File: config.mk
export PLATFORM = sky130hd
export DESIGN_NAME = bitmap_fixed_block_allocator
export DESIGN_NICKNAME = d
export VERILOG_FILES = /design/src/sv/bfa_pkg.sv /design/src/sv/bfa_dp.sv /design/src/sv/bfa_seq.sv /design/src/sv/bitmap_fixed_block_allocator.sv
export VERILOG_INCLUDE_DIRS = /design/src /design/src/sv
export SDC_FILE = /design/constraint.sdc
export NUM_CORES = 1
export LEC_CHECK = 0
export ABC_AREA = 1
export BUFFER_PORTS_ARGS = -buffer_cell sky130_fd_sc_hd__buf_2
export CAP_MARGIN = 25
export CORE_MARGIN = 2
export CORE_UTILIZATION = 61
export DETAILED_ROUTE_END_ITERATION = 10
export PLACE_DENSITY = 0.81
export SLEW_MARGIN = 20
export SYNTH_ARGS = -nofsm -noshare
export SYNTH_HDL_FRONTEND = slang
export SYNTH_SLANG_ARGS = --single-unit
File: constraint.sdc
create_clock -name clock -period 5.5 [get_ports clock]
set_clock_uncertainty 0.05 [all_clocks]
set_input_delay 1.1 -clock clock [delete_from_list [all_inputs] [get_ports clock]]
set_output_delay 1.1 -clock clock [all_outputs]
set_load 0.02 [all_outputs]
File: src/sv/assert_macros.svh
// assertion macros shared by the allocator modules
`ifndef ASSERT_MACROS_SVH
`define ASSERT_MACROS_SVH

// clocked check, masked while reset is high
`define BFA_ASSERT(lbl, clk, rst, prop, msg) \
   lbl: assert property (@(posedge clk) disable iff (rst) prop) else $error(msg);

// clocked check that also runs through reset
`define BFA_ASSERT_NR(lbl, clk, prop, msg) \
   lbl: assert property (@(posedge clk) prop) else $error(msg);

`endif

File: src/sv/bfa_pkg.sv
// shared types and constants of the bitmap block allocator
package bfa_pkg;

   localparam int ADDR_W = 32;
   localparam int SIZE_W = 16;
   localparam int STEP_W = $clog2(ADDR_W);

   localparam logic OP_ALLOC = 1'b0;
   localparam logic OP_FREE  = 1'b1;

   localparam int CSR_INDEX_W = 1;
   localparam logic [CSR_INDEX_W-1:0] CSR_BASE_ADDRESS = 1'b0;
   localparam logic [CSR_INDEX_W-1:0] CSR_BLOCK_SIZE   = 1'b1;

   localparam logic [ADDR_W-1:0] BASE_ADDRESS_RESET = 32'd0;
   localparam logic [SIZE_W-1:0] BLOCK_SIZE_RESET   = 16'd16;

   typedef struct packed {
      logic              opcode;
      logic [ADDR_W-1:0] free_address;
   } req_type;

   typedef struct packed {
      logic              ok;
      logic [ADDR_W-1:0] block_address;
   } rsp_type;

   typedef enum logic [2:0] {
      DP_HOLD,
      DP_LOAD_BASE,
      DP_ADD_SIZE,
      DP_SUB_BASE,
      DP_DIV_STEP
   } dp_op_type;

   typedef struct packed {
      dp_op_type op;
   } dp_ctrl_type;

   typedef struct packed {
      logic              no_borrow;
      logic [ADDR_W-1:0] acc;
   } dp_stat_type;

endpackage

File: src/sv/bfa_dp.sv
// shared add/subtract unit with the address accumulator and divider registers
`include "assert_macros.svh"

module bfa_dp
   import bfa_pkg::*;
(
   input  logic              clock,
   input  logic              reset,
   input  dp_ctrl_type       ctrl,
   input  logic [ADDR_W-1:0] base_address,
   input  logic [SIZE_W-1:0] block_size,
   input  logic [ADDR_W-1:0] free_address,
   output dp_stat_type       stat
);

   logic [ADDR_W-1:0] acc_ff, acc_in;
   logic [SIZE_W-1:0] rem_ff, rem_in;
   logic              carry_ff, carry_in;

   logic [ADDR_W-1:0] a_op, b_op;
   logic              sub;
   logic [ADDR_W:0]   sum;
   logic [SIZE_W:0]   shifted;

   // partial remainder with the next dividend bit shifted in
   assign shifted = {rem_ff, acc_ff[ADDR_W-1]};

   always_comb begin
      unique case (ctrl.op)
         DP_ADD_SIZE: begin
            a_op = acc_ff;
            b_op = ADDR_W'(block_size);
            sub  = 1'b0;
         end
         DP_SUB_BASE: begin
            a_op = free_address;
            b_op = base_address;
            sub  = 1'b1;
         end
         DP_DIV_STEP: begin
            a_op = ADDR_W'(shifted);
            b_op = ADDR_W'(block_size);
            sub  = 1'b1;
         end
         default: begin
            a_op = acc_ff;
            b_op = '0;
            sub  = 1'b0;
         end
      endcase
      // the one adder; on subtract the top bit means no borrow
      sum = {1'b0, a_op} + {1'b0, b_op ^ {ADDR_W{sub}}} + (ADDR_W+1)'(sub);
   end

   always_comb begin
      acc_in   = acc_ff;
      rem_in   = rem_ff;
      carry_in = carry_ff;
      unique case (ctrl.op)
         DP_LOAD_BASE: acc_in = base_address;
         DP_ADD_SIZE:  acc_in = sum[ADDR_W-1:0];
         DP_SUB_BASE: begin
            acc_in   = sum[ADDR_W-1:0];
            rem_in   = '0;
            carry_in = sum[ADDR_W];
         end
         DP_DIV_STEP: begin
            acc_in = {acc_ff[ADDR_W-2:0], sum[ADDR_W]};
            rem_in = sum[ADDR_W] ? sum[SIZE_W-1:0] : shifted[SIZE_W-1:0];
         end
         default: begin
            acc_in = acc_ff;
         end
      endcase
   end

   always_ff @(posedge clock) begin
      acc_ff   <= acc_in;
      rem_ff   <= rem_in;
      carry_ff <= carry_in;
   end

   assign stat.no_borrow = carry_ff;
   assign stat.acc       = acc_ff;

   `BFA_ASSERT(a_rem_below_size, clock, reset, ctrl.op == DP_DIV_STEP |=> rem_ff < $past(block_size), "partial remainder not below block size")

endmodule

File: src/sv/bfa_seq.sv
// sequencer: free map, block scan, division steps and result register
`include "assert_macros.svh"

module bfa_seq
   import bfa_pkg::*;
#(
   parameter int NUM_BLOCKS = 64
)
(
   input  logic              clock,
   input  logic              reset,
   input  logic              req_valid,
   output logic              req_stall,
   input  req_type           req,
   input  logic [SIZE_W-1:0] block_size,
   output dp_ctrl_type       dp_ctrl,
   input  dp_stat_type       dp_stat,
   output logic              rsp_valid,
   input  logic              rsp_stall,
   output rsp_type           rsp
);

   localparam int IDX_W = (NUM_BLOCKS > 1) ? $clog2(NUM_BLOCKS) : 1;
   localparam logic [IDX_W-1:0]  LAST_IDX  = IDX_W'(NUM_BLOCKS - 1);
   localparam logic [STEP_W-1:0] LAST_STEP = STEP_W'(ADDR_W - 1);

   typedef enum logic [6:0] {
      S_INIT   = 7'b0000001,
      S_IDLE   = 7'b0000010,
      S_ALLOC  = 7'b0000100,
      S_OFFSET = 7'b0001000,
      S_DIV    = 7'b0010000,
      S_LOOKUP = 7'b0100000,
      S_CHECK  = 7'b1000000
   } state_type;

   state_type             state_ff, state_in;
   logic [IDX_W-1:0]      idx_ff, idx_in;
   logic [STEP_W-1:0]     step_ff, step_in;
   logic                  rsp_valid_ff, rsp_valid_in;
   rsp_type               rsp_ff, rsp_in;

   // free map, a set entry marks a free block
   logic                  free_mem [NUM_BLOCKS];
   logic                  map_rd_ff;
   logic [IDX_W-1:0]      map_raddr;
   logic                  map_we;
   logic [IDX_W-1:0]      map_waddr;
   logic                  map_wdata;

   logic             slot_free;
   logic             finish;
   rsp_type          result;
   logic             quot_in_range;
   logic [IDX_W-1:0] quot_idx;

   assign slot_free     = !rsp_valid_ff || !rsp_stall;
   assign quot_in_range = dp_stat.acc < ADDR_W'(NUM_BLOCKS);
   assign quot_idx      = dp_stat.acc[IDX_W-1:0];

   always_comb begin
      state_in   = state_ff;
      idx_in     = idx_ff;
      step_in    = step_ff;
      dp_ctrl.op = DP_HOLD;
      finish     = 1'b0;
      result     = '0;
      map_raddr  = idx_ff;
      map_we     = 1'b0;
      map_waddr  = idx_ff;
      map_wdata  = 1'b0;
      unique case (state_ff)
         S_INIT: begin
            // clearing pass, one entry per cycle
            map_we    = 1'b1;
            map_wdata = 1'b1;
            if (idx_ff == LAST_IDX) begin
               idx_in   = '0;
               state_in = S_IDLE;
            end else begin
               idx_in = idx_ff + 1'b1;
            end
         end
         S_IDLE: begin
            if (req_valid) begin
               if (req.opcode == OP_ALLOC) begin
                  dp_ctrl.op = DP_LOAD_BASE;
                  idx_in     = '0;
                  map_raddr  = '0;
                  state_in   = S_ALLOC;
               end else begin
                  dp_ctrl.op = DP_SUB_BASE;
                  state_in   = S_OFFSET;
               end
            end
         end
         S_ALLOC: begin
            if (map_rd_ff) begin
               if (slot_free) begin
                  finish               = 1'b1;
                  result.ok            = 1'b1;
                  result.block_address = dp_stat.acc;
                  map_we               = 1'b1;
                  state_in             = S_IDLE;
               end
            end else if (idx_ff == LAST_IDX) begin
               if (slot_free) begin
                  finish   = 1'b1;
                  state_in = S_IDLE;
               end
            end else begin
               idx_in     = idx_ff + 1'b1;
               map_raddr  = idx_ff + 1'b1;
               dp_ctrl.op = DP_ADD_SIZE;
            end
         end
         S_OFFSET: begin
            if (!dp_stat.no_borrow || block_size == '0) begin
               if (slot_free) begin
                  finish   = 1'b1;
                  state_in = S_IDLE;
               end
            end else begin
               // first division step rides on the borrow check
               dp_ctrl.op = DP_DIV_STEP;
               step_in    = STEP_W'(1);
               state_in   = S_DIV;
            end
         end
         S_DIV: begin
            dp_ctrl.op = DP_DIV_STEP;
            step_in    = step_ff + 1'b1;
            if (step_ff == LAST_STEP) begin
               state_in = S_LOOKUP;
            end
         end
         S_LOOKUP: begin
            map_raddr = quot_idx;
            state_in  = S_CHECK;
         end
         S_CHECK: begin
            map_raddr = quot_idx;
            if (slot_free) begin
               finish   = 1'b1;
               state_in = S_IDLE;
               if (quot_in_range && !map_rd_ff) begin
                  result.ok = 1'b1;
                  map_we    = 1'b1;
                  map_waddr = quot_idx;
                  map_wdata = 1'b1;
               end
            end
         end
         default: begin
            state_in = S_IDLE;
         end
      endcase
   end

   always_comb begin
      rsp_in = finish ? result : rsp_ff;
      priority if (finish) begin
         rsp_valid_in = 1'b1;
      end else if (rsp_stall) begin
         rsp_valid_in = rsp_valid_ff;
      end else begin
         rsp_valid_in = 1'b0;
      end
   end

   always_ff @(posedge clock) begin
      if (reset) begin
         state_ff     <= S_INIT;
         idx_ff       <= '0;
         step_ff      <= '0;
         rsp_valid_ff <= 1'b0;
      end else begin
         state_ff     <= state_in;
         idx_ff       <= idx_in;
         step_ff      <= step_in;
         rsp_valid_ff <= rsp_valid_in;
      end
   end

   always_ff @(posedge clock) begin
      rsp_ff <= rsp_in;
   end

   // one write and one registered read per cycle
   always_ff @(posedge clock) begin
      if (map_we) begin
         free_mem[map_waddr] <= map_wdata;
      end
      map_rd_ff <= free_mem[map_raddr];
   end

   assign req_stall = (state_ff != S_IDLE);
   assign rsp_valid = rsp_valid_ff;
   assign rsp       = rsp_ff;

   `BFA_ASSERT(a_rsp_src, clock, reset, $rose(rsp_valid_ff) |-> $past(finish), "stray result")
   `BFA_ASSERT(a_map_wr, clock, reset, map_we && state_ff != S_INIT |-> finish, "stray map write")
   `BFA_ASSERT(a_scan, clock, reset, idx_ff <= LAST_IDX, "index past end")
   `BFA_ASSERT_NR(a_reset, clock, reset |=> state_ff == S_INIT && !rsp_valid_ff, "bad reset")

endmodule

File: src/sv/bitmap_fixed_block_allocator.sv
// top level of the bitmap fixed-size block allocator
// Fixed-size block allocator with one free bit per block. An allocate
// transfer (opcode 0) takes the lowest free block and returns base_address +
// index * block_size; a free transfer (opcode 1) turns free_address back into
// a block index by (free_address - base_address) / block_size and releases
// that block if it was in use. Every request transfer gives exactly one
// result transfer. The free map is a one-bit memory with a registered read;
// after reset a clearing pass marks every block free, one entry per cycle,
// so req_stall stays high until that pass is over. Requests are
// handled one at a time: req_stall is high from acceptance until the result
// is in the output register. An allocate scans the map upward from block 0,
// testing one map entry per cycle while the shared adder steps the running
// address by block_size; it returns the first free block, or fails when
// the map is full. A free runs the offset subtract in the acceptance cycle,
// a borrow check that also runs the first of 32 restoring division steps on
// the same adder, 31 more steps, one bit per cycle, one map read and one map
// update; an address below base_address or a block size of zero is rejected
// at the borrow check. A finished result waits in the sequencer while the
// output register still holds an earlier one under rsp_stall, and the output
// register lets a new request in while a result still waits on rsp_stall.
// Registers are written through csr_write/csr_index/csr_wdata and should
// only change while no request is in progress.

module bitmap_fixed_block_allocator
   import bfa_pkg::*;
#(
   parameter int NUM_BLOCKS = 64
)
(
   input  logic                   clock,
   input  logic                   reset,
   // request channel
   input  logic                   req_valid,
   output logic                   req_stall,
   input  req_type                req,
   // result channel
   output logic                   rsp_valid,
   input  logic                   rsp_stall,
   output rsp_type                rsp,
   // register write port
   input  logic                   csr_write,
   input  logic [CSR_INDEX_W-1:0] csr_index,
   input  logic [ADDR_W-1:0]      csr_wdata
);

   // configuration registers
   logic [ADDR_W-1:0] base_address_ff, base_address_in;
   logic [SIZE_W-1:0] block_size_ff, block_size_in;

   // sequencer to datapath control and status
   dp_ctrl_type dp_ctrl;
   dp_stat_type dp_stat;

   // register writes, block size keeps its low bits
   always_comb begin
      base_address_in = base_address_ff;
      block_size_in   = block_size_ff;
      if (csr_write) begin
         unique case (csr_index)
            CSR_BASE_ADDRESS: base_address_in = csr_wdata;
            CSR_BLOCK_SIZE:   block_size_in   = csr_wdata[SIZE_W-1:0];
         endcase
      end
   end

   always_ff @(posedge clock) begin
      if (reset) begin
         base_address_ff <= BASE_ADDRESS_RESET;
         block_size_ff   <= BLOCK_SIZE_RESET;
      end else begin
         base_address_ff <= base_address_in;
         block_size_ff   <= block_size_in;
      end
   end

   // free map, scan, division steps and result register
   bfa_seq #(
      .NUM_BLOCKS (NUM_BLOCKS)
   ) u_seq (
      .clock      (clock),
      .reset      (reset),
      .req_valid  (req_valid),
      .req_stall  (req_stall),
      .req        (req),
      .block_size (block_size_ff),
      .dp_ctrl    (dp_ctrl),
      .dp_stat    (dp_stat),
      .rsp_valid  (rsp_valid),
      .rsp_stall  (rsp_stall),
      .rsp        (rsp)
   );

   // shared adder for address stepping, offset and division
   // the offset subtract reads free_address in the acceptance cycle
   bfa_dp u_dp (
      .clock        (clock),
      .reset        (reset),
      .ctrl         (dp_ctrl),
      .base_address (base_address_ff),
      .block_size   (block_size_ff),
      .free_address (req.free_address),
      .stat         (dp_stat)
   );

endmodule

**Yosys cells after proc, flatten, opt, wreduce, memory -nomap -nowiden**

Memories as Yosys holds them, arrays and structs flattened. A register that Yosys moved wholly into a read port is not among the register bits.
Cells that the tools add are included.

- Output and inout port bits: 35
- Bits in registers: 149
- RAM bits: 64
- Input bits: 71
- Memories: 1

- Reduce and logical (&&, ||, !) cells: 21
- Add/sub/neg operators: 4
- Magnitude comparators: 1
- Eq/ne operators: 20
- Bitwise operators: 2
- Multiplexer cells: 50

Memories:

| memory | words | width | rd ports | clocked after Yosys merged registers in | write ports | line | source |
|---|---|---|---|---|---|---|---|
| u_seq.free_mem | 64 | 1 | 1 | 1 | 1 | bfa_seq.sv:44 | `logic free_mem [NUM_BLOCKS];` |

Operators with widths:

| cell | count |
|---|---|
| 32-bit one-hot mux with 2 select lines | 2 |
| 32-bit one-hot mux with 3 select lines | 1 |
| 33-bit two-way mux | 2 |
| 7-bit two-way mux | 7 |
| 7-bit one-hot mux with 7 select lines | 1 |
| 6-bit two-way mux | 8 |
| 6-bit one-hot mux with 3 select lines | 2 |
| 32-bit by 32-bit adder with 33-bit output | 1 |
| 33-bit by 1-bit adder with 33-bit output | 1 |
| 32-bit by 7-bit less-than comparator with 1-bit output, second input constant | 1 |
| 16-bit one-hot mux with 2 select lines | 1 |
| 32-bit XOR | 1 |
| 16-bit zero test | 1 |
| 16-bit two-way mux | 1 |
| 1-bit two-way mux | 12 |
| 3-bit one-hot mux with 4 select lines | 1 |
| 5-bit one-hot mux with 2 select lines | 1 |
| 3-bit two-way mux | 3 |
| 2-bit OR reduction | 4 |
| 7-bit by 1-bit == test with 1-bit output, second input constant | 1 |
| 7-bit by 2-bit == test with 1-bit output, second input constant | 1 |
| 7-bit by 3-bit == test with 1-bit output, second input constant | 1 |
| 7-bit by 4-bit == test with 1-bit output, second input constant | 1 |
| 7-bit by 5-bit == test with 1-bit output, second input constant | 1 |
| other kinds (27) | 42 |

**Depth between registers and ports, before layout**

Gate-level depths: netlist (run 1).

- Word-level depth: 12
- Mapped depth: 29

**Hierarchy**

A second synthesis (run 1) with hierarchy kept.

- Cell total of the unflattened synthesis: 1697
- Area total of the unflattened synthesis: 13232.7 um^2

By module, submodules not included:

| module | seq. area each (um^2) | cells each | instances | area each (um^2) |
|---|---|---|---|---|
| bfa_seq | 3313.2 | 654 | 1 | 5959.5 |
| bfa_dp | 1471.4 | 764 | 1 | 5242.5 |
| bitmap_fixed_block_allocator | 960.9 | 279 | 1 | 2030.7 |

**Least setup slack after synthesis (run 1)**

OpenSTA, ideal clock, no wires.

- Path kind: input -> register
- Start: input port req[32] (netlist name)
- End: register u_dp.rem_ff[6], data pin
- Stages on the path: 21
- Arrival: 4.301 ns
- Required time: 5.201 ns
- Setup slack: 0.899 ns
- Setup time: 0.249 ns
- Cells stage by stage: nand4_2 -> inv_2 -> nor2_8 -> inv_1 -> clkbuf_1 -> clkbuf_1 -> o21ai_0 -> inv_1 -> ha_1 -> a21oi_1 -> inv_1 -> a31oi_1 -> o21ai_0 -> a211oi_1 -> nand2_1 -> nand2_1 -> nand2_1 -> nand2_1 -> buf_2 -> a22o_1 -> inv_1

- Longest elaborated chain between the ends: 11
- Elaborated cells between the ends (all ways): 16
- Those cells by class: add/sub (2); eq/ne (3); mux (8); bitwise (1); reduce/logical (2)

Ends and longest elaborated chain:

| item | line | source |
|---|---|---|
| start: declaration | bitmap_fixed_block_allocator.sv:35 | `input req_type req,` |
| 2-bit two-way mux (*) | bfa_seq.sv:86 | `if (req.opcode == OP_ALLOC) begin` |
| 3-bit two-way mux (*) | bfa_seq.sv:85 | `if (req_valid) begin` |
| 3-bit one-hot mux with 4 select lines (*) | bfa_seq.sv:72 | `unique case (state_ff)` |
| 3-bit by 2-bit == test with 1-bit output / 3-bit == test (equally long branches) | bfa_dp.sv:29 | `unique case (ctrl.op)` |
| 2-bit OR reduction (no source line) (*) | -- |  |
| 1-bit two-way mux (*) | bfa_dp.sv:29 |  |
| net u_dp.sub | bfa_dp.sv:21 | `logic sub;` |
| 32-bit XOR | bfa_dp.sv:52 | `sum = {1'b0, a_op} + {1'b0, b_op ^ {ADDR_W{sub}}} + (ADDR_W+1)'(sub);` |
| 32-bit by 32-bit adder with 33-bit output | bfa_dp.sv:52 |  |
| 33-bit by 1-bit adder with 33-bit output (*) | bfa_dp.sv:52 |  |
| 16-bit two-way mux (*) | bfa_dp.sv:69 | `rem_in = sum[ADDR_W] ? sum[SIZE_W-1:0] : shifted[SIZE_W-1:0];` |
| 16-bit one-hot mux with 2 select lines (*) | bfa_dp.sv:59 | `unique case (ctrl.op)` |
| end signal: assignment | bfa_dp.sv:79 | `rem_ff <= rem_in;` |
| end: declaration | bfa_dp.sv:17 | `logic [SIZE_W-1:0] rem_ff, rem_in;` |

The timed path passes the listed nets; every way through them passes the cells marked *.
A chain may end at the register's enable or synchronous reset.

**Worst setup path after layout (run 1)**

- Start: register block_size_ff[11]
- End: register u_dp.acc_ff[24], data pin

- Longest elaborated chain between the ends: 11
- Elaborated cells between the ends (all ways): 18
- Those cells by class: add/sub (2); eq/ne (4); mux (6); bitwise (1); reduce/logical (5)

Ends and longest elaborated chain:

| item | line | source |
|---|---|---|
| start: declaration | bitmap_fixed_block_allocator.sv:48 | `logic [SIZE_W-1:0] block_size_ff, block_size_in;` |
| start signal: assignment | bitmap_fixed_block_allocator.sv:72 | `block_size_ff <= block_size_in;` |
| 16-bit zero test | bfa_seq.sv:118 | `if (!dp_stat.no_borrow \|\| block_size == '0) begin` |
| 1-bit logical OR | bfa_seq.sv:118 |  |
| 3-bit two-way mux | bfa_seq.sv:118 |  |
| 3-bit one-hot mux with 4 select lines | bfa_seq.sv:72 |  |
| 3-bit by 2-bit == test with 1-bit output / 3-bit == test (equally long branches) | bfa_dp.sv:29, bfa_dp.sv:59 |  |
| 2-bit OR reduction (no source line) | -- |  |
| 32-bit one-hot mux with 2 select lines / 1-bit two-way mux (equally long branches) | bfa_dp.sv:29 |  |
| 32-bit XOR | bfa_dp.sv:52 |  |
| 32-bit by 32-bit adder with 33-bit output | bfa_dp.sv:52 |  |
| 33-bit by 1-bit adder with 33-bit output | bfa_dp.sv:52 |  |
| 32-bit one-hot mux with 3 select lines (*) | bfa_dp.sv:59 |  |
| net u_dp.acc_in[24] | bfa_dp.sv:16 | `logic [ADDR_W-1:0] acc_ff, acc_in;` |
| end signal: assignment | bfa_dp.sv:78 | `acc_ff <= acc_in;` |
| end: declaration | bfa_dp.sv:16 |  |

Marks and branches as above.

==> metrics, run 1 <==
status completed; total gr overflow 0; CP max FO 20; Synth Flop Type edfxtp_1; Die Span X 148 um; sequential fraction of the synthesis area 0.455; Util after Layout 0.698; largest family of logic cells by synthesized area simple AND/OR/NAND/NOR gates; starting density of the core 0.622; DR WL/cell 18.1 um; Async SR Flop Fraction 0; layout cell share with drive strength beyond 1 0.138; Die Area 0.0219 sq mm; vias per cell 5.99; Avg Cell Area, Syn 8.14 sq um; R2R depth 25; Inserted Diodes 0; post-cts resize count 0; hold_buf cts 0; minimum clock period 4.91 ns; Final Cell Area 0.0142 sq mm; Placed Area 0.0134 sq mm; capturing point of the worst reg2reg path u_dp.acc_ff[24]$_DFFE_PP_; CP endpoint kind flip-flop; initial antenna violation count 0; total track usage 0.316; final WL 34900 um; Tightest Pin Transition 0.760 ns; Root Driver clkbuf_16; synthesized area 0.0126 sq mm; Max Clk Rate 0.204 GHz; setup TNS 0 ns; final setup fails 0; Synth Area in Compound Gates 0.158; syn_nets 1659; Fillers 1657; total power 4.36 mW; worst relative slew slack 0.493; Hold Vio Cnt, Final 0; Iter 0 DRT Violations 1161; EDFF count, synth 146; post-synthesis simple-gate area fraction 0.250; commonest non-fill, non-tap cell in the layout nand2_1; Multi-input gate area 0.00592 sq mm; maximum vdd drop 248 uV; nets 1747; drc violations 0; fin crit share 0.893; Ports 106; FF-to-FF Start block_size_ff[11]$_SDFFE_PP0P_; critical path type reg -> reg; xor/xnor share of the synthesized area 0.0221; mux contribution to synthesized area 0; P&R area growth vs syn 12.1%; Num Clock Sinks 214; Core Box Area 0.0203 sq mm; most frequent cells in the layout nand2_1, nor2_1, inv_1; post-DP HPWL 24600 um; setup bufs post-CTS 0; gpl congestion 0.988; Slew Viols, Final 0; Critical Path AT 5.12 ns; Clock Path Buffers 3; WHS Endpoint base_address_ff[31]$_SDFFE_PP0P_; largest net degree at the start of global routing 65; Hold Path Class reg -> reg; final setup margin 0.590 ns; Clk pin slew, worst setup/hold paths 0.06 ns; Synth cell types 53; cts bufs inserted 23; synthesized instance count 1552; HP Start base_address_ff[31]$_SDFFE_PP0P_; Adder-Cell Fraction of Synth Area 0.0363; vias 11500; worst skew pair latency 0.54 ns; number of global-route vias before repair 11100; Yosys reg bits 214; Die Y-Extent 148 um; Lkg Pwr 5.94 nW; CTS tree built; ANT nets after route 0; Seq. cell area 0.00575 sq mm; Worst Hold Depth 2; first-pass GRT wire length 55700 um; Ys Warns 0; Placement Setup Slack 0.560 ns; RSZ-0062 raised after global routing false; CP startpoint kind flip-flop; Max Cap Viol 0; PwrDens 308 mW/mm^2; Worst EP required 5.71 ns; IO Port Bufs 105; Detailed Routing Iterations Pass 1 5; H-tree levels 1; FP Rows 52; reg2reg setup slack 0.59 ns
-- flip-flops by register name, summed over array words and instances, names as in the netlist --
register / flops
base_address_ff: 32
block_size_ff: 16
u_dp.acc_ff: 32
u_dp.carry_ff: 1
u_dp.rem_ff: 16
u_seq.free_mem: 64
u_seq.idx_ff: 6
u_seq.map_rd_ff: 1
u_seq.rsp: 33
u_seq.rsp_valid: 1
u_seq.state_ff: 7
u_seq.step_ff: 5
-- kinds of logic (layout without fill, tap and decap cells) --
| kind of cell | count (synthesis) | after routing |
|---|---|---|
| fa+ha+maj | 36 | 36 |
| compound gates | 330 | 330 |
| simple gates | 695 | 695 |
| xor+xnor | 31 | 31 |
| flops | 214 | 214 |
| buf+inv | 246 | 351 |
-- how the worst max path moves through the flow --
stage                                    from                      endpoint  slack, ns  cells past startpoint
6_report       block_size_ff[11]$_SDFFE_PP0P_     u_dp.acc_ff[24]$_DFFE_PP_       0.59                     25
5_1_grt        block_size_ff[11]$_SDFFE_PP0P_     u_dp.acc_ff[24]$_DFFE_PP_       0.19                     25
4_1_cts        block_size_ff[11]$_SDFFE_PP0P_     u_dp.acc_ff[30]$_DFFE_PP_       0.68                     21
3_5_place_dp                          req[32]     u_dp.acc_ff[24]$_DFFE_PP_       0.56                     22
3_3_place_gp                          req[32]     u_dp.acc_ff[24]$_DFFE_PP_       0.70                     22
2_1_floorplan                         req[32]  u_dp.rem_ff[6]$_SDFFCE_PP0N_       0.90                     21
-- power breakdown --
| part | leakage (nW) | total, mW | internal, mW | switching (mW) |
|---|---|---|---|---|
| registers | 1.82 | 1.89 | 1.83 | 0.0635 |
| logic | 3.75 | 0.897 | 0.276 | 0.621 |
| clock network | 0.372 | 1.58 | 0.926 | 0.652 |
| total | 5.94 | 4.36 | 3.03 | 1.34 |
-- stage by stage --
| step | instances | hold slack [ns] |
|---|---|---|
| floorplan | 1552 | 0.389 |
| global placement | 1884 | 0.403 |
| detailed placement | 1884 | 0.405 |
| CTS | 1926 | 0.414 |
| global route | 1927 | 0.436 |
| finish | 1927 | 0.414 |
-- area by class of cell --
| type | instances | share of cell area |
|---|---|---|
| tap | 270 | 0.0239 |
| clock inverter | 8 | 0.00751 |
| multi-input combinational | 1092 | 0.418 |
| clock buffer | 34 | 0.0464 |
| inverter | 182 | 0.0486 |
| timing repair buffer | 127 | 0.0502 |
| sequential | 214 | 0.406 |
-- critical path, cell delays in order (launching register included) --
cell and delay (ns):
dfxtp_1 0.33, nor2_1 0.11, nand2_1 0.06, nor2_1 0.14, nand2_1 0.20, nand3_2 0.17, nand2_2 0.27, nor2_8 0.17
clkinv_1 0.51, o211ai_1 0.50, fa_1 0.28, nand2_1 0.06, o21ai_0 0.24, nand2_1 0.08, nand3_1 0.12, nand2_1 0.06
nand2_1 0.12, a21oi_1 0.12, o21ai_0 0.29, nand2_1 0.10, nand2_1 0.11, inv_1 0.04, o21ai_0 0.25, nand2_1 0.08
nand2_1 0.06, o21ai_0 0.08
-- cell usage after synthesis (8+ instances only) --
master | n | share of area
dfxtp_1 | 68 | 0.11
o21ai_0 | 129 | 0.051
a22oi_1 | 45 | 0.027
nor3_1 | 12 | 0.0048
a21oi_1 | 80 | 0.032
nand3_1 | 96 | 0.038
inv_2 | 9 | 0.0027
buf_2 | 9 | 0.0036
nand2_1 | 247 | 0.073
nor2_4 | 8 | 0.0071
nand3_2 | 8 | 0.0063
inv_1 | 170 | 0.051
xor2_1 | 23 | 0.016
edfxtp_1 | 146 | 0.35
nand2_2 | 12 | 0.0059
ha_1 | 35 | 0.035
o211ai_1 | 20 | 0.012
nand4_1 | 42 | 0.021
o221ai_1 | 9 | 0.0062
nor2_1 | 244 | 0.073
clkbuf_1 | 42 | 0.012
-- metal layers --
layer	part of all wire	track usage	vias up
met5	0	0	-
met4	0.023	0.104	0
met3	0.086	0.0340	61
met2	0.48	0.537	594
met1	0.41	0.426	5401
li1	-	-	5488
No activity file was read; power rests on OpenSTA's default activity.
==> run 2, diff against run 1 <==
--- a/config.mk
+++ b/config.mk
@@ -9,7 +9,7 @@
 export ABC_AREA = 1
 export BUFFER_PORTS_ARGS = -buffer_cell sky130_fd_sc_hd__buf_2
 export CAP_MARGIN = 25
-export CORE_MARGIN = 2
+export CORE_MARGIN = 1.5
 export CORE_UTILIZATION = 61
 export DETAILED_ROUTE_END_ITERATION = 10
 export PLACE_DENSITY = 0.81
==> run 2 against run 1 <==
Effect of this change:
- cell count about the same
- global-route usage increased by 0.87 points
- via count decreased by 0.51%
- critical path type unchanged
- largest cell class unchanged
- largest power group unchanged
- highest routed layer unchanged
==> metrics, run 2 (synthesis results as in run 1) <==
status completed; Core Box Area 0.0203 sq mm; first-pass GRT wire length 55900 um; post-DP HPWL 24500 um; starting density of the core 0.622; worst skew pair latency 0.53 ns; drc violations 0; Die Y-Extent 147 um; critical path type reg -> reg; most frequent cells in the layout nand2_1, nor2_1, inv_1; total gr overflow 0; Iter 0 DRT Violations 1012; Final Cell Area 0.0141 sq mm; CP max FO 21; Inserted Diodes 0; Root Driver clkbuf_16; vias 11500; DR WL/cell 18.2 um; cts bufs inserted 23; Critical Path AT 5.20 ns; Hold WS 0.424 ns; R2R depth 25; Hold Vio Cnt, Final 0; Seq. cell area 0.00575 sq mm; largest net degree at the start of global routing 65; total track usage 0.324; Hold Path Class reg -> reg; vias per cell 5.96; Max Cap Viol 0; worst relative slew slack 0.530; total power 4.31 mW; max FFs per register 64; Die Area 0.0216 sq mm; maximum vdd drop 179 uV; Fillers 1705; PwrDens 305 mW/mm^2; number of global-route vias before repair 11000; post-cts resize count 0; Lkg Pwr 5.93 nW; Placed Area 0.0134 sq mm; RSZ-0062 raised after global routing false; final setup fails 0; FP Rows 52; Clock Path Buffers 3; setup TNS 0 ns; Die Span X 147 um; Ports 106; Placement Setup Slack 0.500 ns; CP startpoint kind flip-flop; fin crit share 0.905; Detailed Routing Iterations Pass 1 6; CP endpoint kind flip-flop; final setup margin 0.524 ns; layout cell share with drive strength beyond 1 0.139; Worst Hold Depth 2; minimum clock period 4.98 ns; H-tree levels 1; most used cell, CP nand2_1; CTS tree built; ANT nets after route 0; hold_buf cts 0; Slew Viols, Final 0; Max Clk Rate 0.201 GHz; Clk pin slew, worst setup/hold paths 0.06 ns; Num Clock Sinks 214; Worst EP required 5.72 ns; Tightest Pin Transition 0.705 ns; initial antenna violation count 1; slowest stage cell, crit path clkinv_1; final WL 35000 um; Multi-input gate area 0.00592 sq mm; P&R area growth vs syn 11.8%; IO Port Bufs 105; commonest non-fill, non-tap cell in the layout nand2_1; crit-path max cell delay 0.49 ns; gpl congestion 0.963; nets 1746; setup bufs post-CTS 0; Reg with most FFs u_seq.free_mem
[run 2: final timing paths]
kind                                                        from  slack, ns                               end
worst min register to register  base_address_ff[29]$_SDFFE_PP0P_       0.42  base_address_ff[29]$_SDFFE_PP0P_
worst max register to register    block_size_ff[12]$_SDFFE_PP0P_       0.52      u_dp.rem_ff[4]$_SDFFCE_PP0N_
worst max-delay path              block_size_ff[12]$_SDFFE_PP0P_       0.52      u_dp.rem_ff[4]$_SDFFCE_PP0N_
worst min-delay path            base_address_ff[29]$_SDFFE_PP0P_       0.42  base_address_ff[29]$_SDFFE_PP0P_
[run 2: area by class of cell]
type	count	area share
Tap cell	270	0.0239
Inverter	182	0.0487
Clock inverter	8	0.00487
Multi-Input combinational cell	1092	0.419
Clock buffer	34	0.0475
Sequential cell	214	0.407
Timing Repair Buffer	126	0.0493
[run 2: worst max-delay path: cells and delay by family, from the launching register on]
| kind | cells | cell delay (ns) |
|---|---|---|
| adder cells (fa/ha/maj) | 1 | 0.34 |
| AO/OA/AOI/OAI | 5 | 1.25 |
| flip-flops | 1 | 0.32 |
| AND/OR/NAND/NOR | 16 | 2.14 |
| buffers and inverters | 3 | 0.61 |
[run 2: stage by stage]
step / cells / util
after floorplan: 1552 / -
after global placement: 1883 / 0.658
after detailed placement: 1883 / 0.658
after CTS: 1925 / 0.695
after global routing: 1926 / 0.696
final: 1926 / 0.696
[run 2: power breakdown]
group          internal [mW]  leakage, nW  switching (mW)
Sequential              1.83         1.82          0.0633
Clock                  0.890        0.369           0.640
Combinational          0.272         3.74           0.622
Total                   2.99         5.93            1.32
[run 2: routing by layer]
layer / vias to the layer above / share of wire / wire length, um / GRT usage
met5: - / 0 / 0 / 0
met4: 0 / 0.034 / 1190 / 0.121
met3: 80 / 0.079 / 2750 / 0.0441
met2: 544 / 0.48 / 16800 / 0.554
met1: 5370 / 0.41 / 14300 / 0.423
li1: 5491 / - / - / -
==> run 3, diff against run 2 <==
--- a/config.mk
+++ b/config.mk
@@ -11,7 +11,9 @@
 export CAP_MARGIN = 25
 export CORE_MARGIN = 1.5
 export CORE_UTILIZATION = 61
+export CTS_CLUSTER_SIZE = 30
 export DETAILED_ROUTE_END_ITERATION = 10
+export MAX_ROUTING_LAYER = met4
 export PLACE_DENSITY = 0.81
 export SLEW_MARGIN = 20
 export SYNTH_ARGS = -nofsm -noshare
==> run 3 against run 2 <==
Effect of this change:
- wire length up 0.53%
- global-route usage up 0.90 points
- first-iteration DRC count grew 10%
- total power is 0.25% higher
- hold slack lost 0.0053 ns
- fmax is 1.4% higher
- worst setup slack better by 0.069 ns
- clock power about the same
- critical endpoint is now u_dp.acc_ff[30]$_DFFE_PP_
- highest routed layer unchanged
==> metrics, run 3 (synthesis results as in run 1) <==
status completed; fin crit share 0.892; RSZ-0062 raised after global routing false; ANT nets after route 0; final setup fails 0; cts bufs inserted 23; post-DP HPWL 24700 um; layout cell share with drive strength beyond 1 0.140; Core Box Area 0.0203 sq mm; Ports 106; worst skew pair latency 0.53 ns; setup bufs post-CTS 0; H-tree levels 1; Detailed Routing Iterations Pass 1 6; reg2reg setup slack 0.59 ns; Iter 0 DRT Violations 1113; Tightest Pin Transition 1.01 ns; critical path type reg -> reg; combinational share of power 0.206; drc violations 0; Inserted Diodes 0; first-pass GRT wire length 56000 um; Clock Path Buffers 3; post-cts resize count 0; Flop pwr share 0.437; minimum clock period 4.91 ns; CP startpoint kind flip-flop; final WL 35200 um; Hold Path Class reg -> reg; worst relative slew slack 0.321; capturing point of the worst reg2reg path u_dp.acc_ff[30]$_DFFE_PP_; starting density of the core 0.622; Num Clock Sinks 214; Hold Vio Cnt, Final 0; maximum vdd drop 275 uV; initial antenna violation count 0; max FFs per register 64; FF-to-FF Start block_size_ff[11]$_SDFFE_PP0P_; Lkg Pwr 5.94 nW; Clk pin slew, worst setup/hold paths 0.06 ns; FP Rows 52; IO Port Bufs 105; Root Driver clkbuf_16; total track usage 0.333; Slew Viols, Final 0; Reg with most FFs u_seq.free_mem; total gr overflow 0; Die Y-Extent 147 um; hold_buf cts 0; WHS Endpoint base_address_ff[27]$_SDFFE_PP0P_; setup TNS 0 ns; Die Area 0.0216 sq mm; Worst Hold Depth 2; vias per cell 5.95; internal power 2.99 mW; CTS tree built; CP endpoint kind flip-flop; Psw 1.33 mW; P&R area growth vs syn 11.9%; Worst EP required 5.70 ns; nets 1746; CP max FO 20; Die Span X 147 um; Fillers 1721; total power 4.32 mW; gpl congestion 0.995; commonest non-fill, non-tap cell in the layout nand2_1; number of global-route vias before repair 11000; Critical Path AT 5.11 ns; switching share of total power 0.308; Max Clk Rate 0.204 GHz; largest net degree at the start of global routing 65; DR WL/cell 18.3 um; most frequent cells in the layout nand2_1, nor2_1, inv_1; PwrDens 306 mW/mm^2; HP Start base_address_ff[27]$_SDFFE_PP0P_; R2R depth 21; vias 11500; Max Cap Viol 0; Clk pwr share 0.357
==> run 3: cell types whose count changed in the layout (fill, tap and decap cells not counted), sizes merged <==
| cell | change |
|---|---|
| clkinv | +3 |
| clkbuf | -3 |
==> run 3: through the flow <==
| stage | utilization | instances | worst slack [ns] | cell area, sq um | hold slack (ns) |
|---|---|---|---|---|---|
| floorplan | - | 1552 | 0.899 | 12600 | 0.389 |
| global placement | 0.659 | 1884 | 0.701 | 13400 | 0.404 |
| detailed placement | 0.659 | 1884 | 0.590 | 13400 | 0.410 |
| CTS | 0.696 | 1926 | 0.705 | 14100 | 0.419 |
| global route | 0.696 | 1926 | 0.0801 | 14100 | 0.432 |
| finish | 0.696 | 1926 | 0.593 | 14100 | 0.418 |
==> run 3: critical path, stage by stage, from the launching register on <==
cell and delay [ns]:
dfxtp_1 0.32, nor2_1 0.10, nand2_1 0.06, nor2_1 0.17, nand2_1 0.20, nand3_2 0.16
nand2_2 0.28, nor2_8 0.17, clkinv_1 0.51, o21ai_0 0.38, ha_1 0.32, a21oi_1 0.12
o21ai_0 0.14, nand2_1 0.10, nand3_1 0.10, nand2_1 0.07, nand2_1 0.08, a21boi_0 0.48
o221ai_1 0.32, a21o_1 0.25, o21ai_0 0.17, nand2_1 0.08
==> run 3: layer usage <==
layer / vias up / GRT usage / part of all wire
met5: - / - / 0
met4: 0 / 0.102 / 0.028
met3: 79 / 0.0332 / 0.078
met2: 525 / 0.559 / 0.48
met1: 5367 / 0.430 / 0.41
li1: 5484 / - / -
==> run 3: how the worst max path moves through the flow <==
stage                                               from                       endpoint  slack (ns)  cells past startpoint
after floorplan                                  req[32]   u_dp.rem_ff[6]$_SDFFCE_PP0N_        0.90                     21
after global placement                           req[32]      u_dp.acc_ff[30]$_DFFE_PP_        0.70                     18
after detailed placement                         req[32]  u_dp.rem_ff[10]$_SDFFCE_PP0N_        0.59                     22
after CTS                 block_size_ff[11]$_SDFFE_PP0P_      u_dp.acc_ff[30]$_DFFE_PP_        0.70                     21
after global routing       block_size_ff[9]$_SDFFE_PP0P_      u_dp.acc_ff[24]$_DFFE_PP_        0.08                     25
final                     block_size_ff[11]$_SDFFE_PP0P_      u_dp.acc_ff[30]$_DFFE_PP_        0.59                     21
==> run 3: area by class of cell <==
| cell class | instances | area, sq um | area share |
|---|---|---|---|
| clock inverters | 11 | 90.1 | 0.00638 |
| repair buffers | 126 | 683 | 0.0484 |
| clock buffers | 31 | 667 | 0.0472 |
| well taps | 270 | 338 | 0.0239 |
| flip-flops and latches | 214 | 5750 | 0.407 |
| inverters | 182 | 688 | 0.0487 |
| multi-input cells | 1092 | 5920 | 0.419 |
==> run 3: power by group through the flow <==
stage / Sequential (mW) / Combinational, mW / Clock [mW]
detailed placement: 1.92 / 0.858 / 0
floorplan: 1.90 / 0.643 / 0
global route: 1.90 / 0.978 / 1.61
global placement: 1.92 / 0.842 / 0
finish: 1.89 / 0.891 / 1.54
CTS: 1.89 / 0.867 / 1.55
